File: config.mk
export PLATFORM = sky130hd
export DESIGN_NAME = dda_line_rasterizer_flat
export DESIGN_NICKNAME = d
export VERILOG_FILES = /design/src/design/dlr_pkg.sv /design/src/design/dlr_if.sv /design/src/design/dda_line_rasterizer.sv /design/src/design/dlr_div.sv /design/src/flat_wrapper.sv
export SDC_FILE = /design/constraint.sdc
export NUM_CORES = 1
export LEC_CHECK = 0
export BUFFER_PORTS_ARGS = -buffer_cell sky130_fd_sc_hd__buf_4
export CAP_MARGIN = 25
export CORE_UTILIZATION = 35
export CTS_BUF_LIST = sky130_fd_sc_hd__clkbuf_8 sky130_fd_sc_hd__clkbuf_16
export DETAILED_ROUTE_END_ITERATION = 7
export GPL_ROUTABILITY_DRIVEN = 0
export SETUP_SLACK_MARGIN = 0.3
export SYNTH_ARGS = -nofsm -noshare
export SYNTH_HDL_FRONTEND = slang
export SYNTH_SLANG_ARGS = --single-unit
export TNS_END_PERCENT = 1
File: constraint.sdc
create_clock -name clk -period 13.07 [get_ports clk]
set_clock_uncertainty 0.05 [all_clocks]
set_input_delay 2.614 -clock clk [delete_from_list [all_inputs] [get_ports clk]]
set_output_delay 2.614 -clock clk [all_outputs]
set_load 0.01 [all_outputs]
File: src/design/dlr_pkg.sv
package dlr_pkg;

  localparam int SCREEN_BITS = 13;
  localparam int COLOR_BITS  = 4;
  localparam int ORIGIN_BITS = 11;
  localparam int CFG_IDX_BITS = 1;

  localparam logic [ORIGIN_BITS-1:0] ORIGIN_X_RST = 11'd600;
  localparam logic [ORIGIN_BITS-1:0] ORIGIN_Y_RST = 11'd500;

  typedef enum logic [CFG_IDX_BITS-1:0] {
    CFG_ORIGIN_X = 1'b0,
    CFG_ORIGIN_Y = 1'b1
  } dlr_cfg_idx_t;

  typedef enum logic {
    REQ_LOAD = 1'b0,
    REQ_STEP = 1'b1
  } dlr_req_t;

  typedef enum logic [1:0] {
    ST_IDLE,
    ST_SETUP,
    ST_DIVIDE,
    ST_ACTIVE
  } dlr_state_t;

endpackage

File: src/design/dlr_if.sv
interface dlr_in_if #(
  parameter int COORD_BITS = 12
);
  logic                         valid;
  logic                         ready;
  logic                         req_type;
  logic signed [COORD_BITS-1:0] x_start;
  logic signed [COORD_BITS-1:0] y_start;
  logic signed [COORD_BITS-1:0] x_end;
  logic signed [COORD_BITS-1:0] y_end;
  logic [3:0]                   line_color;

  modport source (output valid, req_type, x_start, y_start, x_end, y_end, line_color,
                  input ready);
  modport sink (input valid, req_type, x_start, y_start, x_end, y_end, line_color,
                output ready);
endinterface

interface dlr_out_if;
  logic               valid;
  logic               ready;
  logic signed [12:0] screen_x;
  logic signed [12:0] screen_y;
  logic [3:0]         pixel_color;
  logic               last_pixel;

  modport source (output valid, screen_x, screen_y, pixel_color, last_pixel,
                  input ready);
  modport sink (input valid, screen_x, screen_y, pixel_color, last_pixel,
                output ready);
endinterface

File: src/design/dda_line_rasterizer.sv
// DDA line rasterizer.
// in_ch: req_type 0 loads a line (two world endpoints and a color), req_type 1
// asks for the next pixel. out_ch: one pixel per accepted step while a line is
// active, with screen_x/screen_y rounded half up and last_pixel on the final one.
// Steps with no active line are taken and dropped.
// cfg_*: write origin_x (index 0) and origin_y (index 1) while the block is idle.
// Load: in_ch.ready drops while the line is set up: a setup state orders the
// endpoints, then a shared compare/subtract divider produces one slope bit per
// cycle (FRACTION_BITS+2 bits including the round bit), then the slope is
// stored.
// Step: the pixel shows on out_ch in the cycle after the item is taken; steps
// are taken every cycle while out_ch is not stalled.
// The output register is refilled in the cycle it is drained; when the receiver
// stalls, the pixel holds and in_ch.ready stays low until it is taken.
// Reset (rst_n low, synchronous) drops any line, empties the output register
// and restores origin_x = 600, origin_y = 500.
module dda_line_rasterizer
  import dlr_pkg::*;
#(
  parameter int COORD_BITS    = 12,
  parameter int FRACTION_BITS = 16
) (
  input  logic                    clk,
  input  logic                    rst_n,
  dlr_in_if.sink                  in_ch,
  dlr_out_if.source               out_ch,
  input  logic                    cfg_we,
  input  logic [CFG_IDX_BITS-1:0] cfg_index,
  input  logic [ORIGIN_BITS-1:0]  cfg_wdata
);

  localparam int D_W   = COORD_BITS + 1;
  localparam int ACC_W = COORD_BITS + FRACTION_BITS + 1;
  localparam int INC_W = FRACTION_BITS + 2;
  localparam int SUM_W = FRACTION_BITS + SCREEN_BITS;

  dlr_state_t state_r, state_nxt;

  logic [ORIGIN_BITS-1:0] origin_x_r, origin_y_r;

  // latched endpoints
  logic signed [COORD_BITS-1:0] xs_r, ys_r, xe_r, ye_r;
  logic [COLOR_BITS-1:0]        color_r;

  logic                         steep_r;
  logic                         neg_r;
  logic signed [COORD_BITS-1:0] major_r, limit_r;
  logic signed [ACC_W-1:0]      acc_r;
  logic signed [INC_W-1:0]      inc_r;

  logic                          out_valid_r;
  logic signed [SCREEN_BITS-1:0] sx_r, sy_r;
  logic [COLOR_BITS-1:0]         pcolor_r;
  logic                          last_r;

  logic in_take, take_load, take_step, out_free, div_start, div_done;
  logic [FRACTION_BITS:0] div_q;

  // ---- setup datapath ----
  logic signed [D_W-1:0]        dx, dy, adx, ady, dmaj, dmin, amin;
  logic                         steep;
  logic signed [COORD_BITS-1:0] ms, me, ns, ne, ms2, me2, ns2, ne2;
  logic                         swap;

  always_comb begin
    dx    = D_W'(xe_r) - D_W'(xs_r);
    dy    = D_W'(ye_r) - D_W'(ys_r);
    adx   = dx[D_W-1] ? -dx : dx;
    ady   = dy[D_W-1] ? -dy : dy;
    steep = ady > adx;
    ms    = steep ? ys_r : xs_r;
    me    = steep ? ye_r : xe_r;
    ns    = steep ? xs_r : ys_r;
    ne    = steep ? xe_r : ye_r;
    swap  = ms > me;
    ms2   = swap ? me : ms;
    me2   = swap ? ms : me;
    ns2   = swap ? ne : ns;
    ne2   = swap ? ns : ne;
    dmaj  = D_W'(me2) - D_W'(ms2);
    dmin  = D_W'(ne2) - D_W'(ns2);
    amin  = dmin[D_W-1] ? -dmin : dmin;
  end

  dlr_div #(
    .COORD_BITS   (COORD_BITS),
    .FRACTION_BITS(FRACTION_BITS)
  ) u_div (
    .clk     (clk),
    .rst_n   (rst_n),
    .start   (div_start),
    .dividend(amin[COORD_BITS-1:0]),
    .divisor (dmaj[COORD_BITS-1:0]),
    .done    (div_done),
    .quotient(div_q)
  );

  // ---- pixel datapath ----
  logic [SUM_W-1:0]             ox_fix, oy_fix, half, acc_s, vx, vy;
  logic [SCREEN_BITS-1:0]       major_s, ox_s, oy_s;
  logic [SCREEN_BITS-1:0]       px, py;
  logic                         last;

  always_comb begin
    ox_fix  = SUM_W'({origin_x_r, {FRACTION_BITS{1'b0}}});
    oy_fix  = SUM_W'({origin_y_r, {FRACTION_BITS{1'b0}}});
    half    = SUM_W'(1) << (FRACTION_BITS - 1);
    acc_s   = SUM_W'(acc_r);
    major_s = SCREEN_BITS'(major_r);
    ox_s    = SCREEN_BITS'(origin_x_r);
    oy_s    = SCREEN_BITS'(origin_y_r);
    vx      = acc_s + ox_fix + half;
    vy      = oy_fix - acc_s + half;
    if (steep_r) begin
      px = vx[SUM_W-1:FRACTION_BITS];
      py = oy_s - major_s;
    end else begin
      px = major_s + ox_s;
      py = vy[SUM_W-1:FRACTION_BITS];
    end
    last = major_r >= limit_r;
  end

  // ---- sequencer ----
  assign out_free  = !out_valid_r || out_ch.ready;
  assign in_ch.ready = ((state_r == ST_IDLE) || (state_r == ST_ACTIVE)) && out_free;
  assign in_take   = in_ch.valid && in_ch.ready;
  assign take_load = in_take && (in_ch.req_type == REQ_LOAD);
  assign take_step = in_take && (in_ch.req_type == REQ_STEP) && (state_r == ST_ACTIVE);

  always_comb begin
    state_nxt = state_r;
    div_start = 1'b0;
    case (state_r)
      ST_IDLE: begin
        if (take_load) state_nxt = ST_SETUP;
      end
      ST_SETUP: begin
        div_start = 1'b1;
        state_nxt = ST_DIVIDE;
      end
      ST_DIVIDE: begin
        if (div_done) state_nxt = ST_ACTIVE;
      end
      ST_ACTIVE: begin
        if (take_load) begin
          state_nxt = ST_SETUP;
        end else if (take_step && last) begin
          state_nxt = ST_IDLE;
        end
      end
      default: state_nxt = ST_IDLE;
    endcase
  end

  always_ff @(posedge clk) begin
    if (!rst_n) begin
      state_r <= ST_IDLE;
    end else begin
      state_r <= state_nxt;
    end
  end

  always_ff @(posedge clk) begin
    if (!rst_n) begin
      origin_x_r <= ORIGIN_X_RST;
      origin_y_r <= ORIGIN_Y_RST;
    end else if (cfg_we) begin
      case (cfg_index)
        CFG_ORIGIN_X: origin_x_r <= cfg_wdata;
        CFG_ORIGIN_Y: origin_y_r <= cfg_wdata;
        default: ;
      endcase
    end
  end

  always_ff @(posedge clk) begin
    if (take_load) begin
      xs_r    <= in_ch.x_start;
      ys_r    <= in_ch.y_start;
      xe_r    <= in_ch.x_end;
      ye_r    <= in_ch.y_end;
      color_r <= in_ch.line_color;
    end
  end

  always_ff @(posedge clk) begin
    if (!rst_n) begin
      steep_r <= 1'b0;
      neg_r   <= 1'b0;
      major_r <= '0;
      limit_r <= '0;
      acc_r   <= '0;
      inc_r   <= '0;
    end else if (state_r == ST_SETUP) begin
      steep_r <= steep;
      neg_r   <= dmin[D_W-1];
      major_r <= ms2;
      limit_r <= me2;
      acc_r   <= {{(ACC_W-FRACTION_BITS-COORD_BITS){ns2[COORD_BITS-1]}}, ns2,
                  {FRACTION_BITS{1'b0}}};
    end else if (state_r == ST_DIVIDE) begin
      if (div_done) begin
        inc_r <= neg_r ? -INC_W'(div_q) : INC_W'(div_q);
      end
    end else if (take_step && !last) begin
      major_r <= major_r + COORD_BITS'(1);
      acc_r   <= acc_r + ACC_W'(inc_r);
    end
  end

  always_ff @(posedge clk) begin
    if (!rst_n) begin
      out_valid_r <= 1'b0;
    end else if (take_step) begin
      out_valid_r <= 1'b1;
    end else if (out_ch.ready) begin
      out_valid_r <= 1'b0;
    end
  end

  always_ff @(posedge clk) begin
    if (take_step) begin
      sx_r     <= px;
      sy_r     <= py;
      pcolor_r <= color_r;
      last_r   <= last;
    end
  end

  assign out_ch.valid       = out_valid_r;
  assign out_ch.screen_x    = sx_r;
  assign out_ch.screen_y    = sy_r;
  assign out_ch.pixel_color = pcolor_r;
  assign out_ch.last_pixel  = last_r;

endmodule

File: src/design/dlr_div.sv
module dlr_div
  import dlr_pkg::*;
#(
  parameter int COORD_BITS    = 12,
  parameter int FRACTION_BITS = 16
) (
  input  logic                     clk,
  input  logic                     rst_n,
  input  logic                     start,
  input  logic [COORD_BITS-1:0]    dividend,
  input  logic [COORD_BITS-1:0]    divisor,
  output logic                     done,
  output logic [FRACTION_BITS:0]   quotient
);

  // one quotient bit per cycle: integer bit, FRACTION_BITS fraction bits, one round bit
  localparam int STEPS = FRACTION_BITS + 2;
  localparam int CNT_W = $clog2(STEPS);

  logic [COORD_BITS:0]   rem_r, rem_nxt;
  logic [COORD_BITS-1:0] den_r;
  logic [STEPS-1:0]      q_r, q_nxt;
  logic [CNT_W-1:0]      cnt_r;
  logic                  busy_r;
  logic                  done_r;
  logic                  zero_r;

  logic [COORD_BITS+1:0] diff;
  logic                  qbit;
  logic [COORD_BITS-1:0] rem_sel;

  // shared compare/subtract unit
  assign diff    = {1'b0, rem_r} - {2'b00, den_r};
  assign qbit    = ~diff[COORD_BITS+1];
  assign rem_sel = qbit ? diff[COORD_BITS-1:0] : rem_r[COORD_BITS-1:0];
  assign rem_nxt = {rem_sel, 1'b0};
  assign q_nxt   = {q_r[STEPS-2:0], qbit};

  always_ff @(posedge clk) begin
    if (!rst_n) begin
      busy_r <= 1'b0;
      done_r <= 1'b0;
      cnt_r  <= '0;
    end else begin
      done_r <= 1'b0;
      if (start) begin
        busy_r <= 1'b1;
        cnt_r  <= CNT_W'(STEPS - 1);
      end else if (busy_r) begin
        cnt_r <= cnt_r - 1'b1;
        if (cnt_r == '0) begin
          busy_r <= 1'b0;
          done_r <= 1'b1;
        end
      end
    end
  end

  always_ff @(posedge clk) begin
    if (start) begin
      rem_r  <= {1'b0, dividend};
      den_r  <= divisor;
      q_r    <= '0;
      zero_r <= (dividend == '0);
    end else if (busy_r) begin
      rem_r <= rem_nxt;
      q_r   <= q_nxt;
    end
  end

  assign done     = done_r;
  // round half away from zero on the magnitude
  assign quotient = zero_r ? '0 : (q_r[STEPS-1:1] + {{FRACTION_BITS{1'b0}}, q_r[0]});

endmodule

File: src/flat_wrapper.sv
// flat-port wrapper written by rule: the top's interface ports become plain ports
module dda_line_rasterizer_flat import dlr_pkg::*;
#(
  parameter int COORD_BITS    = 12,
  parameter int FRACTION_BITS = 16
)
  (clk, rst_n, cfg_we, cfg_index, cfg_wdata, in_ch_valid, in_ch_req_type, in_ch_x_start, in_ch_y_start, in_ch_x_end, in_ch_y_end, in_ch_line_color, in_ch_ready, out_ch_valid, out_ch_screen_x, out_ch_screen_y, out_ch_pixel_color, out_ch_last_pixel, out_ch_ready);
  dlr_in_if #(.COORD_BITS(COORD_BITS)) in_ch_i ();
  dlr_out_if out_ch_i ();
  input  logic clk;
  input  logic rst_n;
  input  logic cfg_we;
  input  logic [CFG_IDX_BITS-1:0] cfg_index;
  input  logic [ORIGIN_BITS-1:0] cfg_wdata;
  input wire logic [$bits(in_ch_i.valid)-1:0] in_ch_valid;
  input wire logic [$bits(in_ch_i.req_type)-1:0] in_ch_req_type;
  input wire logic [$bits(in_ch_i.x_start)-1:0] in_ch_x_start;
  input wire logic [$bits(in_ch_i.y_start)-1:0] in_ch_y_start;
  input wire logic [$bits(in_ch_i.x_end)-1:0] in_ch_x_end;
  input wire logic [$bits(in_ch_i.y_end)-1:0] in_ch_y_end;
  input wire logic [$bits(in_ch_i.line_color)-1:0] in_ch_line_color;
  output wire logic [$bits(in_ch_i.ready)-1:0] in_ch_ready;
  output wire logic [$bits(out_ch_i.valid)-1:0] out_ch_valid;
  output wire logic [$bits(out_ch_i.screen_x)-1:0] out_ch_screen_x;
  output wire logic [$bits(out_ch_i.screen_y)-1:0] out_ch_screen_y;
  output wire logic [$bits(out_ch_i.pixel_color)-1:0] out_ch_pixel_color;
  output wire logic [$bits(out_ch_i.last_pixel)-1:0] out_ch_last_pixel;
  input wire logic [$bits(out_ch_i.ready)-1:0] out_ch_ready;
  assign in_ch_i.valid = in_ch_valid;
  assign in_ch_i.req_type = in_ch_req_type;
  assign in_ch_i.x_start = in_ch_x_start;
  assign in_ch_i.y_start = in_ch_y_start;
  assign in_ch_i.x_end = in_ch_x_end;
  assign in_ch_i.y_end = in_ch_y_end;
  assign in_ch_i.line_color = in_ch_line_color;
  assign in_ch_ready = in_ch_i.ready;
  assign out_ch_valid = out_ch_i.valid;
  assign out_ch_screen_x = out_ch_i.screen_x;
  assign out_ch_screen_y = out_ch_i.screen_y;
  assign out_ch_pixel_color = out_ch_i.pixel_color;
  assign out_ch_last_pixel = out_ch_i.last_pixel;
  assign out_ch_i.ready = out_ch_ready;
  dda_line_rasterizer #(.COORD_BITS(COORD_BITS), .FRACTION_BITS(FRACTION_BITS)) u_core (.clk(clk), .rst_n(rst_n), .in_ch(in_ch_i), .out_ch(out_ch_i), .cfg_we(cfg_we), .cfg_index(cfg_index), .cfg_wdata(cfg_wdata));
endmodule
# Word-level counts from Yosys, hierarchy flattened

Index checks and enable logic that the tools add are counted.

Bits in latches: 0
RAM bits: 0
Register bits: 232
Memories: 0
ROM bits: 0
Word-level logic and storage cells: 129
Input bits: 70

Bitwise gates (word level): 7
$add $sub $neg: 19
Reduce and logical (&&, ||, !) cells: 26
Magnitude comparators: 3
Divide/modulo/power cells: 0
$mul: 0
Equality and inequality tests: 7
Multiplexer cells: 38
Shift operators: 0

Operators with widths:

| operator                                        | number |
|---|---|
| 2-to-1 mux 12 bit                               | 15 |
| 2-to-1 mux 29 bit                               | 3 |
| adder 29 x 16 -> 29 bit (second input constant) | 2 |
| 2-to-1 mux 13 bit                               | 4 |
| subtractor 12 x 12 -> 13 bit                    | 4 |
| adder 29 x 18 -> 29 bit                         | 1 |
| adder 29 x 27 -> 29 bit                         | 1 |
| subtractor 27 x 29 -> 29 bit                    | 1 |
| negator 13 bit                                  | 2 |
| 2-to-1 mux 18 bit                               | 1 |
| negator 17 -> 18 bit                            | 1 |
| adder 17 x 1 -> 17 bit                          | 1 |
| 2-to-1 mux 17 bit                               | 1 |
| subtractor 13 x 12 -> 14 bit                    | 1 |
| adder 12 x 12 -> 13 bit                         | 1 |
| greater-than comparator 13 bit                  | 1 |
| adder 12 x 2 -> 12 bit (second input constant)  | 1 |
| greater-or-equal comparator 12 bit              | 1 |
| greater-than comparator 12 bit                  | 1 |
| logical NOT 12 bit                              | 1 |
| negator 12 bit                                  | 1 |
| subtractor 12 bit                               | 1 |
| 2-to-1 mux 5 bit                                | 2 |
| 2-to-1 mux 2 bit                                | 4 |
| 19 further kinds                                | 48 |

# Depth between registers and ports, before layout

Gate-level depths: netlist of run 1.

Depth after elaboration: 11
Mapped depth: 58
Mapped depth without buffers: 48

# Hierarchy

From an unflattened synthesis of run 1, not the netlist that was laid out.

Cells, all modules: 2126
Area total of the unflattened synthesis: 17874.6 µm²

By module, submodules not included:

| module              | cells each | times used | area each (µm²) |
|---|---|---|---|
| dda_line_rasterizer | 1808       | 1          | 14865.5 |
| dlr_div             | 318        | 1          | 3009.1 |

# Worst setup path before layout of run 1

No wires, ideal clock.

Kind: flip-flop to flip-flop
From: register u_core.ys_r[0]
To: register u_core.u_div.zero_r (data pin)
Buffers on the path: 9
Arrival: 10.801 ns
Data required time: 12.890 ns
Stages on the path, launching flop included: 54
Slack: 2.089 ns
Clock period less this slack: 10.981 ns
Cells stage by stage: edfxtp_1 -> ha_1 -> fa_1 -> nor2b_1 -> o21ai_0 -> a21boi_0 -> o21ai_0 -> a21boi_0 -> o21ai_0 -> a21boi_0 -> o21a_1 -> o21ai_0 -> a31oi_1 -> clkbuf_1 -> nor2_1 -> xnor2_1 -> ha_1 -> a211oi_2 -> [... 18 more ...] -> buf_2 -> a21oi_1 -> o21ai_0 -> ha_1 -> inv_1 -> fa_1 -> a21o_1 -> a21oi_1 -> o21ai_0 -> a21oi_1 -> o21ai_0 -> a21oi_1 -> xor2_1 -> o211ai_1 -> a211o_1 -> or4b_1 -> o41ai_1 -> o211a_1

Cells in the longest elaborated chain, start to end: 11
Elaborated cells on any way between the ends: 15
Classes of those cells: 4 x add/sub; 2 x order compare; 8 x mux; 1 x reduce/logical

Ends and longest elaborated chain:

| item                                        | RTL line                                             | text |
|---|---|---|
| from (decl)                                 | dda_line_rasterizer.sv:42                            | `logic signed [COORD_BITS-1:0] xs_r, ys_r, xe_r, ye_r;` |
| from (signal assigned)                      | dda_line_rasterizer.sv:180                           | `ys_r <= in_ch.y_start;` |
| subtractor 12 x 12 -> 13 bit                | dda_line_rasterizer.sv:67                            | `dy = D_W'(ye_r) - D_W'(ys_r);` |
| negator 13 bit                              | dda_line_rasterizer.sv:69                            | `ady = dy[D_W-1] ? -dy : dy;` |
| 2-to-1 mux 13 bit                           | dda_line_rasterizer.sv:69                            |  |
| greater-than comparator 13 bit              | dda_line_rasterizer.sv:70                            | `steep = ady > adx;` |
| 2-to-1 mux 12 bit, on equally long branches | dda_line_rasterizer.sv:71, dda_line_rasterizer.sv:72 |  |
| greater-than comparator 12 bit              | dda_line_rasterizer.sv:75                            | `swap = ms > me;` |
| 2-to-1 mux 12 bit, on equally long branches | dda_line_rasterizer.sv:79, dda_line_rasterizer.sv:78 |  |
| subtractor 12 x 12 -> 13 bit (*)            | dda_line_rasterizer.sv:81                            | `dmin = D_W'(ne2) - D_W'(ns2);` |
| negator 12 bit                              | dda_line_rasterizer.sv:82                            | `amin = dmin[D_W-1] ? -dmin : dmin;` |
| 2-to-1 mux 12 bit (*)                       | dda_line_rasterizer.sv:82                            |  |
| logical NOT 12 bit (*)                      | dlr_div.sv:64                                        | `zero_r <= (dividend == '0);` |
| to (signal assigned)                        | dlr_div.sv:64                                        |  |
| to (decl)                                   | dlr_div.sv:26                                        | `logic zero_r;` |

Mark *: on every way between the ends. The rest lies on a longest branch, timed or not.
A chain may end at the register's enable or synchronous reset.

# Worst setup path in the final report of run 1

From: register u_core.xe_r[1]
To: register u_core.u_div.zero_r (data pin)

Cells in the longest elaborated chain, start to end: 11
Elaborated cells on any way between the ends: 15
Classes of those cells: 4 x add/sub; 2 x order compare; 8 x mux; 1 x reduce/logical

Ends and longest elaborated chain:

| item                                        | RTL line                                             | text |
|---|---|---|
| from (decl)                                 | dda_line_rasterizer.sv:42                            |  |
| from (signal assigned)                      | dda_line_rasterizer.sv:181                           | `xe_r <= in_ch.x_end;` |
| subtractor 12 x 12 -> 13 bit                | dda_line_rasterizer.sv:66                            | `dx = D_W'(xe_r) - D_W'(xs_r);` |
| negator 13 bit                              | dda_line_rasterizer.sv:68                            | `adx = dx[D_W-1] ? -dx : dx;` |
| 2-to-1 mux 13 bit                           | dda_line_rasterizer.sv:68                            |  |
| greater-than comparator 13 bit              | dda_line_rasterizer.sv:70                            |  |
| 2-to-1 mux 12 bit, on equally long branches | dda_line_rasterizer.sv:71, dda_line_rasterizer.sv:72 |  |
| greater-than comparator 12 bit              | dda_line_rasterizer.sv:75                            |  |
| 2-to-1 mux 12 bit, on equally long branches | dda_line_rasterizer.sv:79, dda_line_rasterizer.sv:78 |  |
| subtractor 12 x 12 -> 13 bit (*)            | dda_line_rasterizer.sv:81                            |  |
| negator 12 bit                              | dda_line_rasterizer.sv:82                            |  |
| 2-to-1 mux 12 bit (*)                       | dda_line_rasterizer.sv:82                            |  |
| logical NOT 12 bit (*)                      | dlr_div.sv:64                                        |  |

Marks and branches as above.

==> impl_metrics.tcl, run 1 <==
set metrics [dict create \
    status "completed" \
    arrival_ns 12.22 \
    worst-setup-path-type "reg -> reg" \
    cts.sinks 232 \
    vias_per_cell 5.46 \
    root_buffer "clkbuf_16" \
    crit_path_start "u_core.xe_r[1]" \
    async_flop_share_pct 0 \
    nFillCells 5022 \
    finalSetupViolCount 0 \
    io_buffer_count 102 \
    track_usage_pct 19.1 \
    ys_seq_elements 232 \
    rsz0062_at_grt "false" \
    slew_viol_final 0 \
    ys_seq_area_share_pct 31.7 \
    r2r_end "u_core.u_div.zero_r" \
    synth_fp_nets 2450 \
    cts_tree "built" \
    min_period_ns 11.84 \
    final_util_pct 40.8 \
    ant_nets 0 \
    r2r_slack_ns 1.23 \
    critPathMostFrequentCell "o21ai_0" \
    avgRoutedWirePerCell_um 17.5 \
    vias 16200 \
    route.detailed.drc 0 \
    required_ns 13.45 \
    netlist_top_cells_area "edfxtp_1, dfxtp_1, ha_1" \
    dieArea_um2 52500 \
    yosys.cell_types.count 86 \
    cp-end-kind "flop" \
    hold_depth 0 \
    yosysWarningCount 0 \
    n_antenna_cell 0 \
    die_w_um 229 \
    netlist_area_um2 18100 \
    critPathMaxFanout 27 \
    grt_pass1_wl_um 81600 \
    avgSynthCellArea_um2 8.21 \
    grt_max_degree 72 \
    area_delta_synth_final_pct 14.1 \
    overflow 0 \
    yosysTopAreaCell "edfxtp_1" \
    drive_above_1_share_pct 9.44 \
    reg2reg_depth 45 \
    hold_path_class "reg -> reg" \
    crit-reg2reg-launch "u_core.xe_r[1]" \
    tns_ns 0 \
    cts_buffer_depth 3 \
    synth_ff_type "dfxtp_1" \
    synth_edf_count 108 \
    tightest_slew_ns 0.914 \
    num_rows 82 \
    start_util_pct 35.7 \
    cp-endpoint "u_core.u_div.zero_r" \
    drt-total-wl_um 51700 \
    core_um2 50600 \
    max_freq_mhz 84.5 \
    final_cell_mix "nand2_1, nor2_1, inv_1, ha_1, a21oi_1" \
    crit_path_max_incr_delay_ns 0.61 \
    finalCritPeriodShare_pct 90.6 \
    synthCells 2202 \
    ios 103 \
    synth_top_cell_area_share_pct 17.9 \
    cts-buffers-inserted 29 \
    clk_latency_ns 0.58 \
    slew-limit-headroom_pct 38.9 \
    max_cap_viol_count 0 \
    first_pass_iters 5 \
    final_common_cell "nand2_1" \
    fin_nets 2513 \
    antenna_found_initial 1 \
    die_y_um 229 \
    htreeDepth 1 \
    crit_path_top_delay_cell "a2111o_2" \
    start_kind "flop" \
    drt_iter0_drc 1426 \
    dp_hpwl_um 39100 \
    clk_pin_slew_ns 0.06 \
    hold_viol_final 0 \
    grt_pass1_vias 15400 \
]
==> routing by layer <==
layer / vias up / global-route usage [%] / wire [µm]
met4: 2 / 8.31 / 2220
met5: - / 0 / 12
met1: 7621 / 25.3 / 23600
li1: 7974 / - / -
met2: 451 / 31.2 / 23400
met3: 121 / 2.23 / 2430
==> stage by stage <==
step	hold WS [ns]	cell area, µm²	setup slack, ns	cells
2_1_floorplan	0.350	18100	2.09	2202
3_3_place_gp	0.351	19500	1.41	2898
3_5_place_dp	0.362	19500	1.01	2899
4_1_cts	0.379	20500	0.953	2953
5_1_grt	0.389	20600	0.399	2960
6_report	0.373	20600	1.23	2960
==> cells by family after synthesis <==
kind of cell,Yosys count,synth area share (%)
XOR/XNOR,136,6.59
AO/OA/AOI/OAI,585,20.6
AND/OR/NAND/NOR,727,18.6
adder cells (fa/ha/maj),179,12.7
multiplexers,71,3.99
flip-flops,232,31.7
buffers and inverters,272,5.82
==> how the worst min path moves through the flow <==
stage                      start                            to  slack (ns)
2_1_floorplan  u_core.color_r[0]  u_core.out_ch.pixel_color[0]        0.35
3_3_place_gp   u_core.color_r[3]  u_core.out_ch.pixel_color[3]        0.35
3_5_place_dp   u_core.color_r[2]  u_core.out_ch.pixel_color[2]        0.36
4_1_cts        u_core.color_r[0]  u_core.out_ch.pixel_color[0]        0.38
5_1_grt        u_core.color_r[0]  u_core.out_ch.pixel_color[0]        0.39
6_report       u_core.color_r[1]  u_core.out_ch.pixel_color[1]        0.37
==> layout make-up <==
cell class | instances | area (µm²) | share of cell area, %
tap | 672 | 841 | 4.08
sequential | 232 | 5730 | 27.8
timing repair buffer | 128 | 966 | 4.68
clock inverter | 24 | 299 | 1.45
clock buffer | 30 | 739 | 3.58
inverter | 175 | 657 | 3.18
multi-input combinational | 1699 | 11400 | 55.3
==> worst max-delay path, delay by kind of cell (launching register included) <==
kind,cells,cell delay [ns]
compound gates,25,5.92
simple gates,11,2.36
buf+inv,3,0.43
flops,1,0.50
fa+ha+maj,5,2.03
mux,1,0.41
==> synth_stat cells (all sizes together), types with 42 or more instances <==
master / count
inv: 175
dfxtp: 124
nand2: 238
nor3: 42
edfxtp: 108
a21oi: 168
mux2i: 63
o21ai: 151
xor2: 65
a211oi: 49
nand3: 43
ha: 170
clkbuf: 71
xnor2: 71
nor2: 226
==> flip-flops by register name (all words and copies together) (netlist names), 11 cells and up <==
signal / cells
u_core.out_ch.screen_x: 13
u_core.u_div.q_r: 18
u_core.major_r: 12
u_core.acc_r: 29
u_core.xs_r: 12
u_core.ye_r: 12
u_core.origin_x_r: 11
u_core.xe_r: 12
u_core.inc_r: 18
u_core.limit_r: 12
u_core.origin_y_r: 11
u_core.ys_r: 12
u_core.out_ch.screen_y: 13
u_core.u_div.rem_r: 13
u_core.u_div.den_r: 12
==> timing repair <==
item | in CTS | in global routing
setup buffers | 0 | 5
gates resized for setup | 0 | 7
hold buffers | 0 | 0
endpoints found under the setup margin | 0 | 10
Power of run 1 is left out: the tool's default activity adds up to more than one toggle a clock period on the data nets, which glitch-free logic cannot reach.
==> run 2: changes to the inputs <==
- clock period: 13.07 -> 14.3 ns (I/O delays scaled with it)
==> impl_metrics.tcl, run 2 (synthesis results as in run 1) <==
set metrics [dict create \
    status "completed" \
    overflow 0 \
    tns_ns 0 \
    core_um2 50600 \
    crit-reg2reg-launch "u_core.ys_r[0]" \
    cp-end-kind "flop" \
    arrival_ns 13.66 \
    cts_buffer_depth 3 \
    route.detailed.drc 0 \
    critPathMaxFanout 42 \
    crit_path_top_delay_cell "o22a_2" \
    vias_per_cell 5.45 \
    path_buf_inv 1 \
    min_period_ns 13.26 \
    drive_above_1_share_pct 8.56 \
    htreeDepth 1 \
    drt_iter0_drc 1247 \
    hold_viol_final 0 \
    required_ns 14.70 \
    track_usage_pct 19.1 \
    ios 103 \
    hold_start "u_core.color_r[2]" \
    cts-buffers-inserted 28 \
    tightest_slew_ns 1.00 \
    post-cts-setup-buffers 0 \
    fin_nets 2503 \
    critical_path.top_delay_family "compound AO/OA/AOI/OAI gates" \
    first_pass_iters 6 \
    clk_pin_slew_ns 0.06 \
    antenna_found_initial 1 \
    crit_path_start "u_core.ys_r[0]" \
    io_buffer_count 102 \
    vias 16100 \
    start_util_pct 35.7 \
    grt_max_degree 72 \
    finalCritPeriodShare_pct 92.7 \
    num_rows 82 \
    slew-limit-headroom_pct 32.6 \
    final_common_cell "nand2_1" \
    critPathMostFrequentCell "o21ai_0" \
    final_cell_mix "nand2_1, nor2_1, inv_1, ha_1, a21oi_1" \
    hold_buffers 0 \
    area_delta_synth_final_pct 12.9 \
    largest_reg_flops 29 \
    clk_latency_ns 0.59 \
    max_cap_viol_count 0 \
    slew_viol_final 0 \
    max_freq_mhz 75.4 \
    hold_path_class "reg -> reg" \
    start_kind "flop" \
    ant_nets 0 \
    crit_path_max_incr_delay_ns 0.84 \
    die_y_um 229 \
    cts_resized 0 \
    largest_register "u_core.acc_r" \
    drt-total-wl_um 50900 \
    cts.sinks 232 \
    worst-setup-path-type "reg -> reg" \
    dieArea_um2 52500 \
    avgRoutedWirePerCell_um 17.3 \
    die_w_um 229 \
    grt_pass1_wl_um 81300 \
    dp_hpwl_um 39000 \
    root_buffer "clkbuf_16" \
    cts_tree "built" \
    grt_pass1_vias 15300 \
    finalSetupViolCount 0 \
    rsz0062_at_grt "false" \
    n_antenna_cell 0 \
    largestRegisters "u_core.acc_r (29), u_core.inc_r (18), u_core.u_div.q_r (18)" \
]
run 2: cell types whose count changed in the layout (fill, tap and decap cells not counted), sizes merged:
| cell | previous run | this run |
|---|---|---|
| buf | 127 | 119 |
| bufinv | 7 | 3 |
| clkbuf | 31 | 29 |
| clkinv | 11 | 14 |
| clkinvlp | 4 | 1 |
| inv | 177 | 181 |
| o22ai | 7 | 6 |
run 2: metrics by stage:
step	instances	instance area (µm²)	hold WS, ns	util, %	setup slack [ns]
final	2949	20400	0.369	40.3	1.04
after global routing	2949	20400	0.377	40.3	0.342
after CTS	2948	20400	0.371	40.3	1.34
after detailed placement	2896	19500	0.357	38.5	1.41
after global placement	2895	19400	0.352	38.5	1.95
after floorplan	2202	18100	0.350	-	3.32
run 2: area by class of cell:
class,count,area (µm²)
repair buffers,120,918
clock inverters,24,215
flip-flops and latches,232,5730
well taps,672,841
clock buffers,28,701
fillers,5031,30200
inverters,175,657
multi-input cells,1698,11300
run 2: metal layers:
metal  routed length [µm]  global-route usage (%)
met1                22900                    25.0
met5                    0                       0
met3                 2890                    2.93
met2                22900                    30.6
met4                 2330                    9.10
run 2: final timing paths:
kind                                   to  slack (ns)  cells after the start
max                   u_core.u_div.zero_r        1.04                     44
min reg2reg  u_core.out_ch.pixel_color[2]        0.37                      0
min          u_core.out_ch.pixel_color[2]        0.37                      0
max reg2reg           u_core.u_div.zero_r        1.04                     44
run 2: worst reg2reg max path, delay by kind of cell (launching register included):
kind / cells / cell delay, ns
XOR/XNOR: 1 / 0.17
buffers and inverters: 1 / 0.41
flip-flops: 1 / 0.44
AO/OA/AOI/OAI: 30 / 8.39
adder cells (fa/ha/maj): 5 / 1.91
AND/OR/NAND/NOR: 7 / 1.80
Power of run 2 is left out for the same reason.
